==> src/design/uart_pkg.sv <==
// ----------------------------------------------------------------------------
// UART register block package
// Command codes, register addresses and the front-to-back queue entry type.
// ----------------------------------------------------------------------------
package uart_pkg;

	typedef enum logic [2:0] {
		CMD_WRITE = 3'd0,
		CMD_REGRD = 3'd1,
		CMD_LINE  = 3'd2,
		CMD_READY = 3'd3,
		CMD_TICK  = 3'd4
	} cmd_t;

	localparam logic [3:0] REG_DATA = 4'd0;
	localparam logic [3:0] REG_IER  = 4'd1;
	localparam logic [3:0] REG_FCR  = 4'd2;
	localparam logic [3:0] REG_LCR  = 4'd3;
	localparam logic [3:0] REG_MCR  = 4'd4;
	localparam logic [3:0] REG_LSR  = 4'd5;
	localparam logic [3:0] REG_MSR  = 4'd6;
	localparam logic [3:0] REG_SCR  = 4'd7;
	localparam logic [3:0] REG_RCH  = 4'd8;
	localparam logic [3:0] REG_WCH  = 4'd9;
	localparam logic [3:0] REG_EN   = 4'd10;

	// classified operation handed from front to back
	typedef enum logic [2:0] {
		OP_NONE  = 3'd0,
		OP_WRITE = 3'd1,
		OP_READ  = 3'd2,
		OP_LINE  = 3'd3,
		OP_READY = 3'd4,
		OP_TICK  = 3'd5,
		OP_BAD   = 3'd6
	} op_t;

	typedef struct packed {
		op_t        op;
		logic [3:0] addr;
		logic [7:0] data;
	} op_entry_t;

endpackage

==> src/design/uart_ram.sv <==
// ----------------------------------------------------------------------------
// Generic RAM
// One write port, one read port, registered read data.
// ----------------------------------------------------------------------------
module uart_ram #(
	parameter int WIDTH = 8,
	parameter int DEPTH = 16
) (
	input  logic                     clk,
	input  logic                     we,
	input  logic [$clog2(DEPTH)-1:0] waddr,
	input  logic [WIDTH-1:0]         wdata,
	input  logic [$clog2(DEPTH)-1:0] raddr,
	output logic [WIDTH-1:0]         rdata
);
	logic [WIDTH-1:0] mem_q [DEPTH];

	always_ff @(posedge clk) begin
		if (we) mem_q[waddr] <= wdata;
		rdata <= mem_q[raddr];
	end
endmodule

==> src/design/uart_front.sv <==
// ----------------------------------------------------------------------------
// UART front end
// Accepts items, classifies them and pushes them into a two-entry queue.
// ----------------------------------------------------------------------------
module uart_front (
	input  logic                 clk,
	input  logic                 arst_n,
	input  logic                 in_valid,
	output logic                 in_ready,
	input  logic [2:0]           cmd,
	input  logic [3:0]           reg_addr,
	input  logic [3:0]           access_size,
	input  logic [7:0]           write_data,
	input  logic [7:0]           line_byte,
	output logic                 q_valid,
	input  logic                 q_pop,
	output uart_pkg::op_entry_t  q_head
);
	import uart_pkg::*;

	op_entry_t ent_q [2];
	logic      rd_q, wr_q;
	logic [1:0] cnt_q;
	op_entry_t cls;
	logic      push;

	always_comb begin
		cls.addr = reg_addr;
		cls.data = write_data;
		case (cmd)
			CMD_WRITE, CMD_REGRD: begin
				if (access_size != 4'd1 || reg_addr > REG_EN) cls.op = OP_BAD;
				else cls.op = (cmd == CMD_WRITE) ? OP_WRITE : OP_READ;
			end
			CMD_LINE: begin
				cls.op = OP_LINE;
				cls.data = line_byte;
			end
			CMD_READY: cls.op = OP_READY;
			CMD_TICK:  cls.op = OP_TICK;
			default:   cls.op = OP_NONE;
		endcase
	end

	assign in_ready = (cnt_q != 2'd2) || q_pop;
	assign push     = in_valid && in_ready;
	assign q_valid  = cnt_q != 2'd0;
	assign q_head   = ent_q[rd_q];

	always_ff @(posedge clk) begin
		if (push) ent_q[wr_q] <= cls;
	end

	always_ff @(posedge clk or negedge arst_n) begin
		if (!arst_n) begin
			rd_q  <= 1'b0;
			wr_q  <= 1'b0;
			cnt_q <= 2'd0;
		end else begin
			if (push) wr_q <= ~wr_q;
			if (q_pop) rd_q <= ~rd_q;
			cnt_q <= cnt_q + {1'b0, push} - {1'b0, q_pop};
		end
	end
endmodule

==> src/design/uart_fifo.sv <==
// ----------------------------------------------------------------------------
// UART byte FIFO
// Circular buffer on a RAM with a registered look-ahead head byte.
// ----------------------------------------------------------------------------
module uart_fifo #(
	parameter int DEPTH = 16
) (
	input  logic                   clk,
	input  logic                   arst_n,
	input  logic                   push,
	input  logic [7:0]             push_data,
	input  logic                   pop,
	output logic [7:0]             head,
	output logic [$clog2(DEPTH+1)-1:0] count
);
	localparam int AW = (DEPTH > 1) ? $clog2(DEPTH) : 1;
	localparam int CW = $clog2(DEPTH+1);

	logic [AW-1:0] rp_q, wp_q, rp_nx, raddr;
	logic [CW-1:0] cnt_q;
	logic [7:0]    ram_rd, byp_q;
	logic          byp_sel_q;

	function automatic logic [AW-1:0] inc(input logic [AW-1:0] p);
		if (p == AW'(DEPTH - 1)) return '0;
		return p + 1'b1;
	endfunction

	assign rp_nx = pop ? inc(rp_q) : rp_q;
	assign raddr = rp_nx;

	uart_ram #(.WIDTH(8), .DEPTH(1 << AW)) u_ram (
		.clk(clk), .we(push), .waddr(wp_q), .wdata(push_data),
		.raddr(raddr), .rdata(ram_rd)
	);

	// head bypass when the new head is written in the same cycle
	always_ff @(posedge clk) begin
		byp_q     <= push_data;
		byp_sel_q <= push && (wp_q == rp_nx);
	end
	assign head  = byp_sel_q ? byp_q : ram_rd;
	assign count = cnt_q;

	always_ff @(posedge clk or negedge arst_n) begin
		if (!arst_n) begin
			rp_q  <= '0;
			wp_q  <= '0;
			cnt_q <= '0;
		end else begin
			rp_q <= rp_nx;
			if (push) wp_q <= inc(wp_q);
			cnt_q <= cnt_q + CW'(push) - CW'(pop);
		end
	end
endmodule

==> src/design/uart_back.sv <==
// ----------------------------------------------------------------------------
// UART back end
// Carries out one classified operation per cycle on the register state, while the result output is not stalled.
// ----------------------------------------------------------------------------
module uart_back #(
	parameter int RX_DEPTH = 16,
	parameter int TX_DEPTH = 16
) (
	input  logic                clk,
	input  logic                arst_n,
	input  logic                q_valid,
	output logic                q_pop,
	input  uart_pkg::op_entry_t q_head,
	output logic                out_valid,
	input  logic                out_ready,
	output logic [7:0]          read_data,
	output logic                bad_access,
	output logic                line_tx_valid,
	output logic [7:0]          line_tx_byte,
	output logic                line_rx_taken,
	output logic                read_irq,
	output logic [7:0]          read_irq_channel,
	output logic                write_irq,
	output logic [7:0]          write_irq_channel
);
	import uart_pkg::*;

	localparam int RCW = $clog2(RX_DEPTH+1);
	localparam int TCW = $clog2(TX_DEPTH+1);
	// compare width wide enough for both the TX count and the threshold
	localparam int TCX = (TCW > 4) ? TCW : 4;

	logic [RCW-1:0] rx_cnt;
	logic [TCW-1:0] tx_cnt;
	logic [7:0] rx_head, tx_head;
	logic rx_push, rx_pop, tx_push, tx_pop;
	logic [7:0] rx_pdata;

	logic [7:0] hold_q, inl_q, outl_q, scr_q, rch_q, wch_q;
	logic hold_full_q, inl_full_q, outl_full_q;
	logic rflag_q, wflag_q, ron_q, won_q, loop_q, on_q;
	logic [3:0] thr_q;

	// next-state values
	logic [7:0] hold_d, inl_d, outl_d, scr_d, rch_d, wch_d;
	logic hold_full_d, inl_full_d, outl_full_d;
	logic rflag_d, wflag_d, ron_d, won_d, loop_d, on_d;
	logic [3:0] thr_d;
	logic [7:0] rd_d, txb_d;
	logic bad_d, txv_d, taken_d;
	logic [TCX:0] tc;
	logic [RCW:0] rc;
	logic go;

	uart_fifo #(.DEPTH(RX_DEPTH)) u_rx (
		.clk(clk), .arst_n(arst_n), .push(rx_push), .push_data(rx_pdata),
		.pop(rx_pop), .head(rx_head), .count(rx_cnt)
	);
	uart_fifo #(.DEPTH(TX_DEPTH)) u_tx (
		.clk(clk), .arst_n(arst_n), .push(tx_push), .push_data(hold_q),
		.pop(tx_pop), .head(tx_head), .count(tx_cnt)
	);

	assign go    = q_valid && (!out_valid || out_ready);
	assign q_pop = go;

	always_comb begin
		hold_d = hold_q; inl_d = inl_q; outl_d = outl_q; scr_d = scr_q;
		rch_d = rch_q; wch_d = wch_q; hold_full_d = hold_full_q;
		inl_full_d = inl_full_q; outl_full_d = outl_full_q;
		rflag_d = rflag_q; wflag_d = wflag_q; ron_d = ron_q; won_d = won_q;
		loop_d = loop_q; on_d = on_q; thr_d = thr_q;
		rd_d = '0; txb_d = '0; bad_d = 1'b0; txv_d = 1'b0; taken_d = 1'b0;
		rx_push = 1'b0; rx_pop = 1'b0; tx_push = 1'b0; tx_pop = 1'b0;
		rx_pdata = inl_q;
		tc = (TCX+1)'(tx_cnt);
		rc = {1'b0, rx_cnt};
		if (go) begin
			case (q_head.op)
				OP_BAD: bad_d = 1'b1;
				OP_WRITE: begin
					case (q_head.addr)
						REG_DATA: begin
							hold_d = q_head.data;
							hold_full_d = 1'b1;
						end
						REG_IER: begin
							ron_d = q_head.data[0];
							won_d = q_head.data[1];
							if (q_head.data[0] && rx_cnt != '0) rflag_d = 1'b1;
							if (q_head.data[1] && tc < (TCX+1)'(thr_q) + 1'b1)
								wflag_d = 1'b1;
						end
						REG_FCR: begin
							case (q_head.data[7:6])
								2'd0: thr_d = 4'd1;
								2'd1: thr_d = 4'd4;
								2'd2: thr_d = 4'd8;
								default: thr_d = 4'd14;
							endcase
						end
						REG_MCR: loop_d = q_head.data[4];
						REG_SCR: scr_d = q_head.data;
						REG_RCH: rch_d = q_head.data;
						REG_WCH: wch_d = q_head.data;
						REG_EN: begin
							if (q_head.data == 8'd0 && on_q) begin
								wflag_d = 1'b0;
								rflag_d = 1'b0;
								on_d = 1'b0;
							end else if (q_head.data != 8'd0) begin
								on_d = 1'b1;
							end
						end
						default: ;
					endcase
				end
				OP_READ: begin
					case (q_head.addr)
						REG_DATA: begin
							if (rx_cnt != '0) begin
								if (rx_cnt == RCW'(1)) rflag_d = 1'b0;
								rd_d = rx_head;
								rx_pop = 1'b1;
							end
						end
						REG_IER: rd_d = {6'd0, won_q, ron_q};
						REG_FCR: begin
							rd_d = {2'b11, 5'd0, !(rflag_q || wflag_q)};
							if (rflag_q) rd_d[2] = 1'b1;
							else if (wflag_q) begin
								rd_d[1] = 1'b1;
								wflag_d = 1'b0;
							end
						end
						REG_LCR: rd_d = 8'd3;
						REG_MCR: rd_d = {3'd0, loop_q, 4'd0};
						REG_LSR: rd_d = {1'b0, tx_cnt == '0, !hold_full_q, 4'd0,
							rx_cnt != '0};
						REG_SCR: rd_d = scr_q;
						REG_RCH: rd_d = rch_q;
						REG_WCH: rd_d = wch_q;
						REG_EN:  rd_d = {7'd0, on_q};
						default: ;
					endcase
				end
				OP_LINE: begin
					if (on_q && !inl_full_q) begin
						inl_d = q_head.data;
						inl_full_d = 1'b1;
						taken_d = 1'b1;
					end
				end
				OP_READY: begin
					if (on_q && outl_full_q) begin
						txv_d = 1'b1;
						txb_d = outl_q;
						outl_full_d = 1'b0;
					end
				end
				OP_TICK: begin
					if (inl_full_q && !loop_q && rx_cnt < RCW'(RX_DEPTH)) begin
						rx_push = 1'b1;
						rc = rc + 1'b1;
						if (ron_q) rflag_d = 1'b1;
						inl_full_d = 1'b0;
					end
					if (hold_full_q && tx_cnt < TCW'(TX_DEPTH)) begin
						tx_push = 1'b1;
						tc = tc + 1'b1;
						if (tc >= (TCX+1)'(thr_q)) wflag_d = 1'b0;
						hold_full_d = 1'b0;
					end
					// head move uses the count before the hold push only when
					// the FIFO was empty: then the head is the pushed byte
					if (tc != '0) begin
						if (loop_q) begin
							if (rc < (RCW+1)'(RX_DEPTH)) begin
								rx_push = 1'b1;
								rx_pdata = (tx_cnt == '0) ? hold_q : tx_head;
								if (ron_q) rflag_d = 1'b1;
								tx_pop = 1'b1;
							end
						end else if (!outl_full_q) begin
							outl_d = (tx_cnt == '0) ? hold_q : tx_head;
							outl_full_d = 1'b1;
							tx_pop = 1'b1;
						end
						if (tx_pop && won_q && tc < (TCX+1)'(thr_q) + 1'b1)
							wflag_d = 1'b1;
					end
				end
				default: ;
			endcase
		end
	end

	always_ff @(posedge clk or negedge arst_n) begin
		if (!arst_n) begin
			hold_q <= '0; inl_q <= '0; outl_q <= '0; scr_q <= '0;
			rch_q <= '0; wch_q <= '0; hold_full_q <= 1'b0;
			inl_full_q <= 1'b0; outl_full_q <= 1'b0; rflag_q <= 1'b0;
			wflag_q <= 1'b0; ron_q <= 1'b0; won_q <= 1'b0; loop_q <= 1'b0;
			on_q <= 1'b0; thr_q <= 4'd1; out_valid <= 1'b0;
		end else begin
			hold_q <= hold_d; inl_q <= inl_d; outl_q <= outl_d; scr_q <= scr_d;
			rch_q <= rch_d; wch_q <= wch_d; hold_full_q <= hold_full_d;
			inl_full_q <= inl_full_d; outl_full_q <= outl_full_d;
			rflag_q <= rflag_d; wflag_q <= wflag_d; ron_q <= ron_d;
			won_q <= won_d; loop_q <= loop_d; on_q <= on_d; thr_q <= thr_d;
			if (go) out_valid <= 1'b1;
			else if (out_ready) out_valid <= 1'b0;
		end
	end

	always_ff @(posedge clk) begin
		if (go) begin
			read_data         <= rd_d;
			bad_access        <= bad_d;
			line_tx_valid     <= txv_d;
			line_tx_byte      <= txb_d;
			line_rx_taken     <= taken_d;
			read_irq          <= rflag_d;
			read_irq_channel  <= rch_d;
			write_irq         <= wflag_d;
			write_irq_channel <= wch_d;
		end
	end
endmodule

==> src/design/uart_register_block_with_fifos.sv <==
// Path: an accepted item is stored in the front-end queue, then the back end
// writes its result register, which holds while out_ready is low.
// Throughput: one item per cycle unless out_ready stalls the result register.
// Reset: arst_n clears all control state, FIFO counts, flags and enables;
// FIFO storage is not cleared and is only read after being written.
// ----------------------------------------------------------------------------
// UART register block with FIFOs
// 16550-style register file with RX and TX byte FIFOs, split into a
// classifying front end and an executing back end with a queue between.
// ----------------------------------------------------------------------------
module uart_register_block_with_fifos #(
	parameter int RX_DEPTH = 16,
	parameter int TX_DEPTH = 16
) (
	input  logic       clk,
	input  logic       arst_n,
	input  logic       in_valid,
	output logic       in_ready,
	input  logic [2:0] cmd,
	input  logic [3:0] reg_addr,
	input  logic [3:0] access_size,
	input  logic [7:0] write_data,
	input  logic [7:0] line_byte,
	output logic       out_valid,
	input  logic       out_ready,
	output logic [7:0] read_data,
	output logic       bad_access,
	output logic       line_tx_valid,
	output logic [7:0] line_tx_byte,
	output logic       line_rx_taken,
	output logic       read_irq,
	output logic [7:0] read_irq_channel,
	output logic       write_irq,
	output logic [7:0] write_irq_channel
);
	import uart_pkg::*;

	// transfer queue between front and back
	logic      q_valid, q_pop;
	op_entry_t q_head;

	uart_front u_front (
		.clk(clk), .arst_n(arst_n), .in_valid(in_valid), .in_ready(in_ready),
		.cmd(cmd), .reg_addr(reg_addr), .access_size(access_size),
		.write_data(write_data), .line_byte(line_byte),
		.q_valid(q_valid), .q_pop(q_pop), .q_head(q_head)
	);

	// back end owns all register state and both FIFOs
	uart_back #(.RX_DEPTH(RX_DEPTH), .TX_DEPTH(TX_DEPTH)) u_back (
		.clk(clk), .arst_n(arst_n), .q_valid(q_valid), .q_pop(q_pop),
		.q_head(q_head), .out_valid(out_valid), .out_ready(out_ready),
		.read_data(read_data), .bad_access(bad_access),
		.line_tx_valid(line_tx_valid), .line_tx_byte(line_tx_byte),
		.line_rx_taken(line_rx_taken), .read_irq(read_irq),
		.read_irq_channel(read_irq_channel), .write_irq(write_irq),
		.write_irq_channel(write_irq_channel)
	);
endmodule

==> config.mk <==
export PLATFORM = sky130hd
export DESIGN_NAME = uart_register_block_with_fifos
export DESIGN_NICKNAME = d
export VERILOG_FILES = /design/src/design/uart_pkg.sv /design/src/design/uart_ram.sv /design/src/design/uart_front.sv /design/src/design/uart_fifo.sv /design/src/design/uart_back.sv /design/src/design/uart_register_block_with_fifos.sv
export SDC_FILE = /design/constraint.sdc
export NUM_CORES = 1
export LEC_CHECK = 0
export ABC_AREA = 1
export BUFFER_PORTS_ARGS = -buffer_cell sky130_fd_sc_hd__buf_2
export CORE_ASPECT_RATIO = 0.8
export CORE_MARGIN = 10
export CORE_UTILIZATION = 45
export CTS_BUF_LIST = sky130_fd_sc_hd__clkbuf_16
export CTS_CLUSTER_SIZE = 28
export DETAILED_ROUTE_END_ITERATION = 7
export PLACE_DENSITY = 0.71
export SLEW_MARGIN = 20
export SYNTH_ARGS = -nofsm -noshare
export SYNTH_HDL_FRONTEND = slang
export SYNTH_HIERARCHICAL = 1
export SYNTH_SLANG_ARGS = --single-unit
==> constraint.sdc <==
create_clock -name clk -period 3.4 [get_ports clk]
set_input_delay 0 -clock clk [delete_from_list [all_inputs] [get_ports clk]]
set_output_delay 0 -clock clk [all_outputs]
set_load 0.02 [all_outputs]
==> results of run 1 <==
-- synthesized netlist by cell type (3+ instances only) --
cell	instances
nor3_1	7
buf_4	8
nor2_2	5
clkinv_1	3
xor2_1	7
nor2_8	3
o21ai_2	19
nor2_4	4
dfrtp_1	91
clkbuf_1	3
inv_1	325
inv_2	11
buf_2	31
edfxtp_1	323
nand2_1	596
mux2_4	9
xnor2_1	6
nand3_2	3
nand4_1	7
nor2_1	93
nand3b_1	7
ha_1	32
nand3_1	244
dfxtp_1	34
nand2_2	14
o21ai_1	24
a21oi_1	19
mux2_2	22
buf_6	14
a221oi_1	4
o21ai_0	40
-- layout make-up --
class	count	share of cell area, %
Sequential cell	449	54.2
Tap cell	603	3.22
Multi-Input combinational cell	1186	25.3
Inverter	341	5.54
Clock inverter	37	1.10
Clock buffer	45	4.81
Timing Repair Buffer	179	5.89
-- report_power, final --
part	switching, mW	leakage (nW)	total (mW)	internal (mW)
clock network	2.15	0.721	4.67	2.52
registers	0.594	4.47	7.76	7.16
logic	4.70	5.35	7.03	2.33
-- per-layer routing --
metal  global-route usage (%)  share of wire [%]  vias up
met5                        0                  0        -
met4                     4.94                2.2        0
met3                     3.87                7.2       84
met2                     28.4                 46      515
met1                     25.2                 45     6993
li1                         -                  -     6923
-- kinds of logic after synthesis --
family                   Yosys count  share of synthesized area (%)
buffers and inverters            401                           8.45
AND/OR/NAND/NOR                  992                           21.1
flip-flops                       449                           62.4
XOR/XNOR                          13                          0.560
multiplexers                      31                           1.88
AO/OA/AOI/OAI                    116                           3.41
adder cells (fa/ha/maj)           34                           2.17
-- state kept, by name, indices dropped and copies added, names as in the netlist, 4 cells and up --
name	flops
u_back/rch_q	8
u_back/outl_q	8
u_back/u_rx/count	5
u_back/hold_q	8
u_back/u_rx/u_ram/rdata	8
u_back/write_irq_channel	8
u_back/thr_q	4
u_back/line_tx_byte	8
u_front/ent_q	30
u_back/u_rx/byp_q	8
u_back/wch_q	8
u_back/u_rx/wp_q	4
u_back/u_tx/u_ram/mem_q	128
u_back/u_rx/u_ram/mem_q	128
u_back/read_data	8
u_back/inl_q	8
u_back/u_tx/u_ram/rdata	8
u_back/u_tx/wp_q	4
u_back/read_irq_channel	8
u_back/u_tx/rp_q	4
u_back/u_tx/byp_q	8
u_back/u_tx/count	5
u_back/scr_q	8
u_back/u_rx/rp_q	4
-- per-stage QoR --
stage	cells	setup TNS (ns)	worst slack, ns	util [%]	power (mW)
6_report	2840	0	0.188	52.6	19.5
5_1_grt	2840	-0.0106	-0.00601	52.6	20.7
4_1_cts	2835	0	0.0343	52.4	19.4
3_5_place_dp	2715	0	0.00808	48.4	14.6
3_3_place_gp	2715	0	0.0899	48.4	14.5
2_1_floorplan	2036	0	0.0684	-	12.5
-- critical path, cell delays in order, from the launching register on --
cell and delay [ns]:
dfrtp_2 0.44, inv_1 0.10, ha_1 0.33, nand3_1 0.13, nand2_4 0.08, nor2_4 0.10, nand3_2 0.08, nor2_4 0.19
nor2_8 0.06, inv_6 0.07, a21oi_1 0.05, buf_4 0.17, nand2_2 0.09, clkinv_1 0.08, nor2_1 0.16, nand2_2 0.10
inv_4 0.12, inv_2 0.09, buf_12 0.17, nand2_1 0.07, nand3_1 0.06, nand3_1 0.15, nand3_1 0.14, nand2_1 0.10
-- timing repair --
action / CTS / global route
pin swaps: 0 / 1
hold endpoints to repair: 104 / 0
endpoints found under the setup margin: 1 / 16
cloned: 0 / 2
buffers inserted: 0 / 3
hold buffers: 38 / 0
resized for setup: 1 / 11
-- path summary, 6_finish.rpt --
path	from	to	slack, ns
setup reg to reg	u_back/u_tx/count[0]	u_back/u_tx/u_ram/rdata[2]	0.19
min in group clk	reg_addr[1]	u_front/ent_q[0][9]	0.15
hold / removal	arst_n	u_front/cnt_q[1]	0.09
hold reg to reg	u_back/inl_q[7]	u_back/inl_q[7]	0.49
max in group asynchronous	arst_n	u_back/outl_q[4]	2.41
setup / recovery	u_back/u_tx/count[0]	u_back/u_tx/u_ram/rdata[2]	0.19
==> summary.md, run 1 <==
| Metric | Value |
|---|---|
| Critical path data arrival time | 3.74 ns |
| Kind of critical path | reg -> reg |
| Relative max-transition margin | approximately a third |
| Leading cell types by total area after synthesis | edfxtp_1, dfrtp_1, nand2_1 |
| Share of flip-flops with an asynchronous set or reset after synthesis | 20.5% |
| Most common cell after layout, fill and taps aside | nand2_1 |
| Tightest Pin Transition | 0.990 ns |
| Worst-case reg-to-reg path depth | 23 |
| Maximum Capacitance Violations | 0 |
| Routability congestion estimate | 0.936 |
| Setup violations, final | 0 |
| Path class of the lowest-slack min-delay path | in -> async |
| Antenna Nets Post-Route | 0 |
| Number of H-tree branching levels | 2 |
| Number of CTS-inserted buffers | between 40 and 50 |
| Number of enable flip-flop cells after synthesis | 323 |
| Wire length of the first global-routing pass | 78000 microns |
| Post-layout minimum cycle time | 3.21 ns |
| Total I/O pin count | 70 |
| Sort of element at the end of the critical path | flip-flop |
| Clock Skew | 0.0438 ns |
| Post-route clock period utilization | 94.5% |
| P_leak | 10.5 nW |
| Insertion delay to the later sink of the worst-skew pair | slightly above 0.6 ns |
| Result of the run | finished, final reports clean |
| Nature of the critical path startpoint | flip-flop |
| Overflow after GRT | 0 |
| Fraction of post-synthesis cell area in the top cell type by area | approximately 48% |
| Worst-path clk slew | 0.06 ns |
| Highest achievable clock rate | 311 MHz |
| Half-perimeter wire length of the detailed placement result | 33000 microns |
| Placement-stage cell area | approximately 22000 sq um |
| Average wire per cell in the routed design | 17.6 microns |
| Total via count after detailed routing | 14500 |
| Instance count of the mapped netlist | slightly above 2000 |
| Multi-input combinational cell area | just under 6000 sq um |
| Number of design rule violations left after detail routing | 0 |
| GRT Overall Usage | between 10% and 20% |
| Post-detailed-routing wire length | 50000 microns |
| Number of rows created at floorplan | 69 |
| Die footprint | 54100 sq um |
| Main synth FF type | edfxtp_1 |
| Pwr per Cell Area | between 800 and 900 nW/um^2 |
| Mean area per synthesized cell | 9.98 sq um |
| Layout overhead on the synthesized area | 15.3% |
| Pin count of the biggest net entering global routing | 75 |
| Die X-Extent | about 260 microns |
| Vias in the first global route | approximately 14000 |
| Ratio of cells with drive above 1 in the final layout | 14.0% |
| Fin nets | ~2300 |
| Commonest cells after routing, fill and taps aside | nand2_1, inv_1, edfxtp_1 |
| Hold violation total from the final report | 0 |
| Starting density of the core | 45.6% |
| Number of max-slew violations in the final report | 0 |
| Yosys top cell by area | edfxtp_1 |
| Cell area after synthesis | ~20000 sq um |
| Maximum ir drop on the vdd rail | 0.000548 V |
| Number of inserted diodes | 0 |
| Filler cell count in the final layout | 3917 |
| Placeable core region | 44500 sq um |
| Initial antenna violation count | 0 |
| Area of all placed cells without fillers | ~23000 sq um |
| Maximum net fanout on the critical path | 32 |
| Worst hold margin | 0.0940 ns |
| Combined flip-flop and latch cell area | 12700 sq um |
| Distinct cells, synth | 50 |
| Net count after synthesis | 2101 |
| Height of the chip | about 210 microns |
| DR vias/cell | roughly 5.1 |
| Sequential fraction of the synthesis area | 62.4% |
| Port-buffer cells | 69 |
| Drt initial violations | 1536 |
| Clock root buffer | clkbuf_16 |
| 1st-pass router iterations | 5 |
| Clock tree from TritonCTS | built |
| Number of buffers on the longest clock path | 3 |
| Flip-flop and latch count after synthesis | 449 |
| Number of sinks handled by clock tree synthesis | 449 |
| Required @ worst endpoint | slightly below 4 ns |
| Warning count from the yosys run | 6 |
(Power assumes the default switching activity.)
==> run 2, diff against run 1 <==
--- a/config.mk
+++ b/config.mk
@@ -6,9 +6,8 @@
 export NUM_CORES = 1
 export LEC_CHECK = 0
 export ABC_AREA = 1
-export BUFFER_PORTS_ARGS = -buffer_cell sky130_fd_sc_hd__buf_2
+export BUFFER_PORTS_ARGS = -buffer_cell sky130_fd_sc_hd__clkbuf_2
 export CORE_ASPECT_RATIO = 0.8
-export CORE_MARGIN = 10
 export CORE_UTILIZATION = 45
 export CTS_BUF_LIST = sky130_fd_sc_hd__clkbuf_16
 export CTS_CLUSTER_SIZE = 28
==> run 2 against run 1 <==
Critical path depth did not move. Wire length fell by 2.0%. Power fell by 0.79%. Sequential share of layout area barely moved. Clock power fell by 4%. Count of clock-buffer cells in the layout did not move. Cell count rose by 0.14%. First-iteration DRC count rose by 1.4%. Largest power group unchanged. Highest routed layer is now met5.
==> summary.md, run 2 (synthesized netlist as in run 1, its figures left out) <==
| Metric | Value |
|---|---|
| Number of buffers on the longest clock path | 3 |
| Comb power frac | 36.5% |
| Post-route clock period utilization | between 90% and 100% |
| Layout overhead on the synthesized area | 15.3% |
| Number of sinks handled by clock tree synthesis | 449 |
| Total internal power | between 10 and 15 mW |
| Number of design rule violations left after detail routing | 0 |
| Critical path data arrival time | approximately 3.7 ns |
| Pin count of the biggest net entering global routing | 73 |
| Sequential Power Share | 40.4% |
| Routability congestion estimate | 0.912 |
| Maximum Capacitance Violations | 0 |
| Number of max-slew violations in the final report | 0 |
| Net switching power | 7.34 mW |
| Vias in the first global route | 13700 |
| Clock tree from TritonCTS | built |
| Clock Skew | 0.0480 ns |
| Drt initial violations | 1557 |
| Starting density of the core | 45.7% |
| Tightest Pin Transition | 0.956 ns |
| Number of CTS-inserted buffers | 44 |
| Critical path, cell by cell | inv_1 > ha_1 > nand3_1 > nand2_4 > nor2_4 > nand3_2 > nor2_4 > nor2_8 > inv_6 > a21oi_2 > buf_4 > nor2_2 > nor2_4 > nand2_2 > clkinvlp_4 > buf_4 > clkbuf_16 > nand2_1 > nand2_1 > nand2_1 > nand3_1 > nand3_1 > nand2_1 |
| Cell class contributing the biggest share of worst-path delay | simple AND/OR/NAND/NOR gates |
| Overflow after GRT | 0 |
| Pwr per Cell Area | 824 nW/um^2 |
| Placement-stage cell area | ~22000 sq um |
| Fin nets | 2269 |
| Pwr Total | between 15 and 20 mW |
| Largest registers ranked by flip-flop count | u_back/u_rx/u_ram/mem_q x128, u_back/u_tx/u_ram/mem_q x128, u_front/ent_q x30 |
| Nature of the critical path startpoint | flip-flop |
| Required @ worst endpoint | approximately 3.9 ns |
| Maximum net fanout on the critical path | 19 |
| GRT Overall Usage | 21.4% |
| Initial antenna violation count | 4 |
| WP buf/inv | 6 |
| Number of rows created at floorplan | roughly 70 |
| Post-layout minimum cycle time | 3.25 ns |
| Number of H-tree branching levels | 2 |
| Area of all placed cells without fillers | 23400 sq um |
| Half-perimeter wire length of the detailed placement result | roughly 32000 microns |
| Ratio of cells with drive above 1 in the final layout | 14.0% |
| Die X-Extent | 240 microns |
| Maximum cell stage delay along the critical path | approximately 0.47 ns |
| Sort of element at the end of the critical path | flip-flop |
| Clock root buffer | clkbuf_16 |
| Post-layout util | 52.7% |
| P_leak | 10.5 nW |
| Port-buffer cells | 69 |
| Commonest cells after routing, fill and taps aside | nand2_1, inv_1, edfxtp_1 |
| Clock Power Share | 23.1% |
| Crit path top cell by count | nand2_1 |
| Highest achievable clock rate | 308 MHz |
| Most common cell after layout, fill and taps aside | nand2_1 |
| Antenna Nets Post-Route | 0 |
| Path class of the lowest-slack min-delay path | in -> async |
| Placeable core region | 44500 sq um |
| DR vias/cell | 5.11 |
| Net switching share of the total power | 38.0% |
| Kind of critical path | reg -> reg |
| Total via count after detailed routing | 14500 |
| Maximum ir drop on the vdd rail | 0.000575 V |
| Setup violations, final | 0 |
| Die footprint | 46000 sq um |
| Insertion delay to the later sink of the worst-skew pair | roughly 0.6 ns |
| 1st-pass router iterations | 6 |
| Worst-path clk slew | 0.06 ns |
| Slowest-stage cell, CP | dfrtp_1 |
| Final standard cell count with taps included and fillers excluded | approximately 2800 |
| # placed instances | 2713 |
| Relative max-transition margin | 36.2% |
| Total I/O pin count | 70 |
| Post-detailed-routing wire length | just under 50000 microns |
| Result of the run | finished, final reports clean |
| Height of the chip | 192 microns |
| Wire length of the first global-routing pass | 75200 microns |
| Average wire per cell in the routed design | 17.2 microns |
| Hold violation total from the final report | 0 |
## run 2: path summary, 6_finish.rpt
kind                            cells past startpoint                  from                          to  slack (ns)
worst max-delay path                               23  u_back/u_tx/count[1]  u_back/u_tx/u_ram/rdata[7]        0.15
worst min-delay path                                2                arst_n                u_front/wr_q        0.07
worst max register to register                     23  u_back/u_tx/count[1]  u_back/u_tx/u_ram/rdata[7]        0.15
worst min register to register                      2       u_back/inl_q[7]             u_back/inl_q[7]        0.49
max in group asynchronous                           3                arst_n             u_back/thr_q[0]        2.37
min in group clk                                    2           reg_addr[0]         u_front/ent_q[0][8]        0.17
## run 2: through the flow
stage                     TNS (ns)  hold WS, ns  worst slack, ns
after floorplan                  0       -0.296           0.0684
final                            0       0.0727            0.153
after detailed placement    -0.240        0.197          -0.0857
after CTS                        0        0.104           0.0704
after global routing      -0.00369        0.162         -0.00369
after global placement      -0.156        0.183          -0.0637
## run 2: power by group through the flow
stage	clock, mW	combinational, mW	sequential, mW
2_1_floorplan	0	4.51	7.97
3_3_place_gp	0	6.44	7.88
3_5_place_dp	0	6.63	7.90
4_1_cts	4.53	6.77	7.80
5_1_grt	4.75	7.80	7.89
6_report	4.47	7.04	7.80
## run 2: cell type report
type,instances,area (sq um)
fillers,3887,21000
flip-flops and latches,449,12700
multi-input cells,1186,5960
repair buffers,182,1420
inverters,341,1300
clock buffers,45,1130
well taps,603,754
clock inverters,36,181
diodes,2,5.00
## run 2: routing by layer
layer  GRT usage, %  part of all wire (%)  routed length [microns]
met5              0                 0.033                       16
met4           5.92                   2.2                     1060
met3           4.50                   7.7                     3770
met2           33.1                    46                    22300
met1           30.3                    44                    21800
## run 2: repair_timing
| action | CTS | global route |
|---|---|---|
| buffers inserted | 2 | 5 |
| gates resized for setup | 6 | 23 |
| cloned | 0 | 2 |
| endpoints found under the hold margin | 104 | 0 |
| pin swaps | 0 | 1 |
| setup endpoints to repair | 9 | 17 |
| hold buffers | 39 | 0 |
## run 2: worst reg2reg max path, cell delays in order (launching register included)
cell and delay, ns:
dfrtp_1 0.47, inv_1 0.07, ha_1 0.30, nand3_1 0.13, nand2_4 0.08, nor2_4 0.11
nand3_2 0.08, nor2_4 0.22, nor2_8 0.07, inv_6 0.08, a21oi_2 0.05, buf_4 0.17
nor2_2 0.16, nor2_4 0.06, nand2_2 0.09, clkinvlp_4 0.17, buf_4 0.19, clkbuf_16 0.18
nand2_1 0.12, nand2_1 0.07, nand2_1 0.06, nand3_1 0.07, nand3_1 0.08, nand2_1 0.07
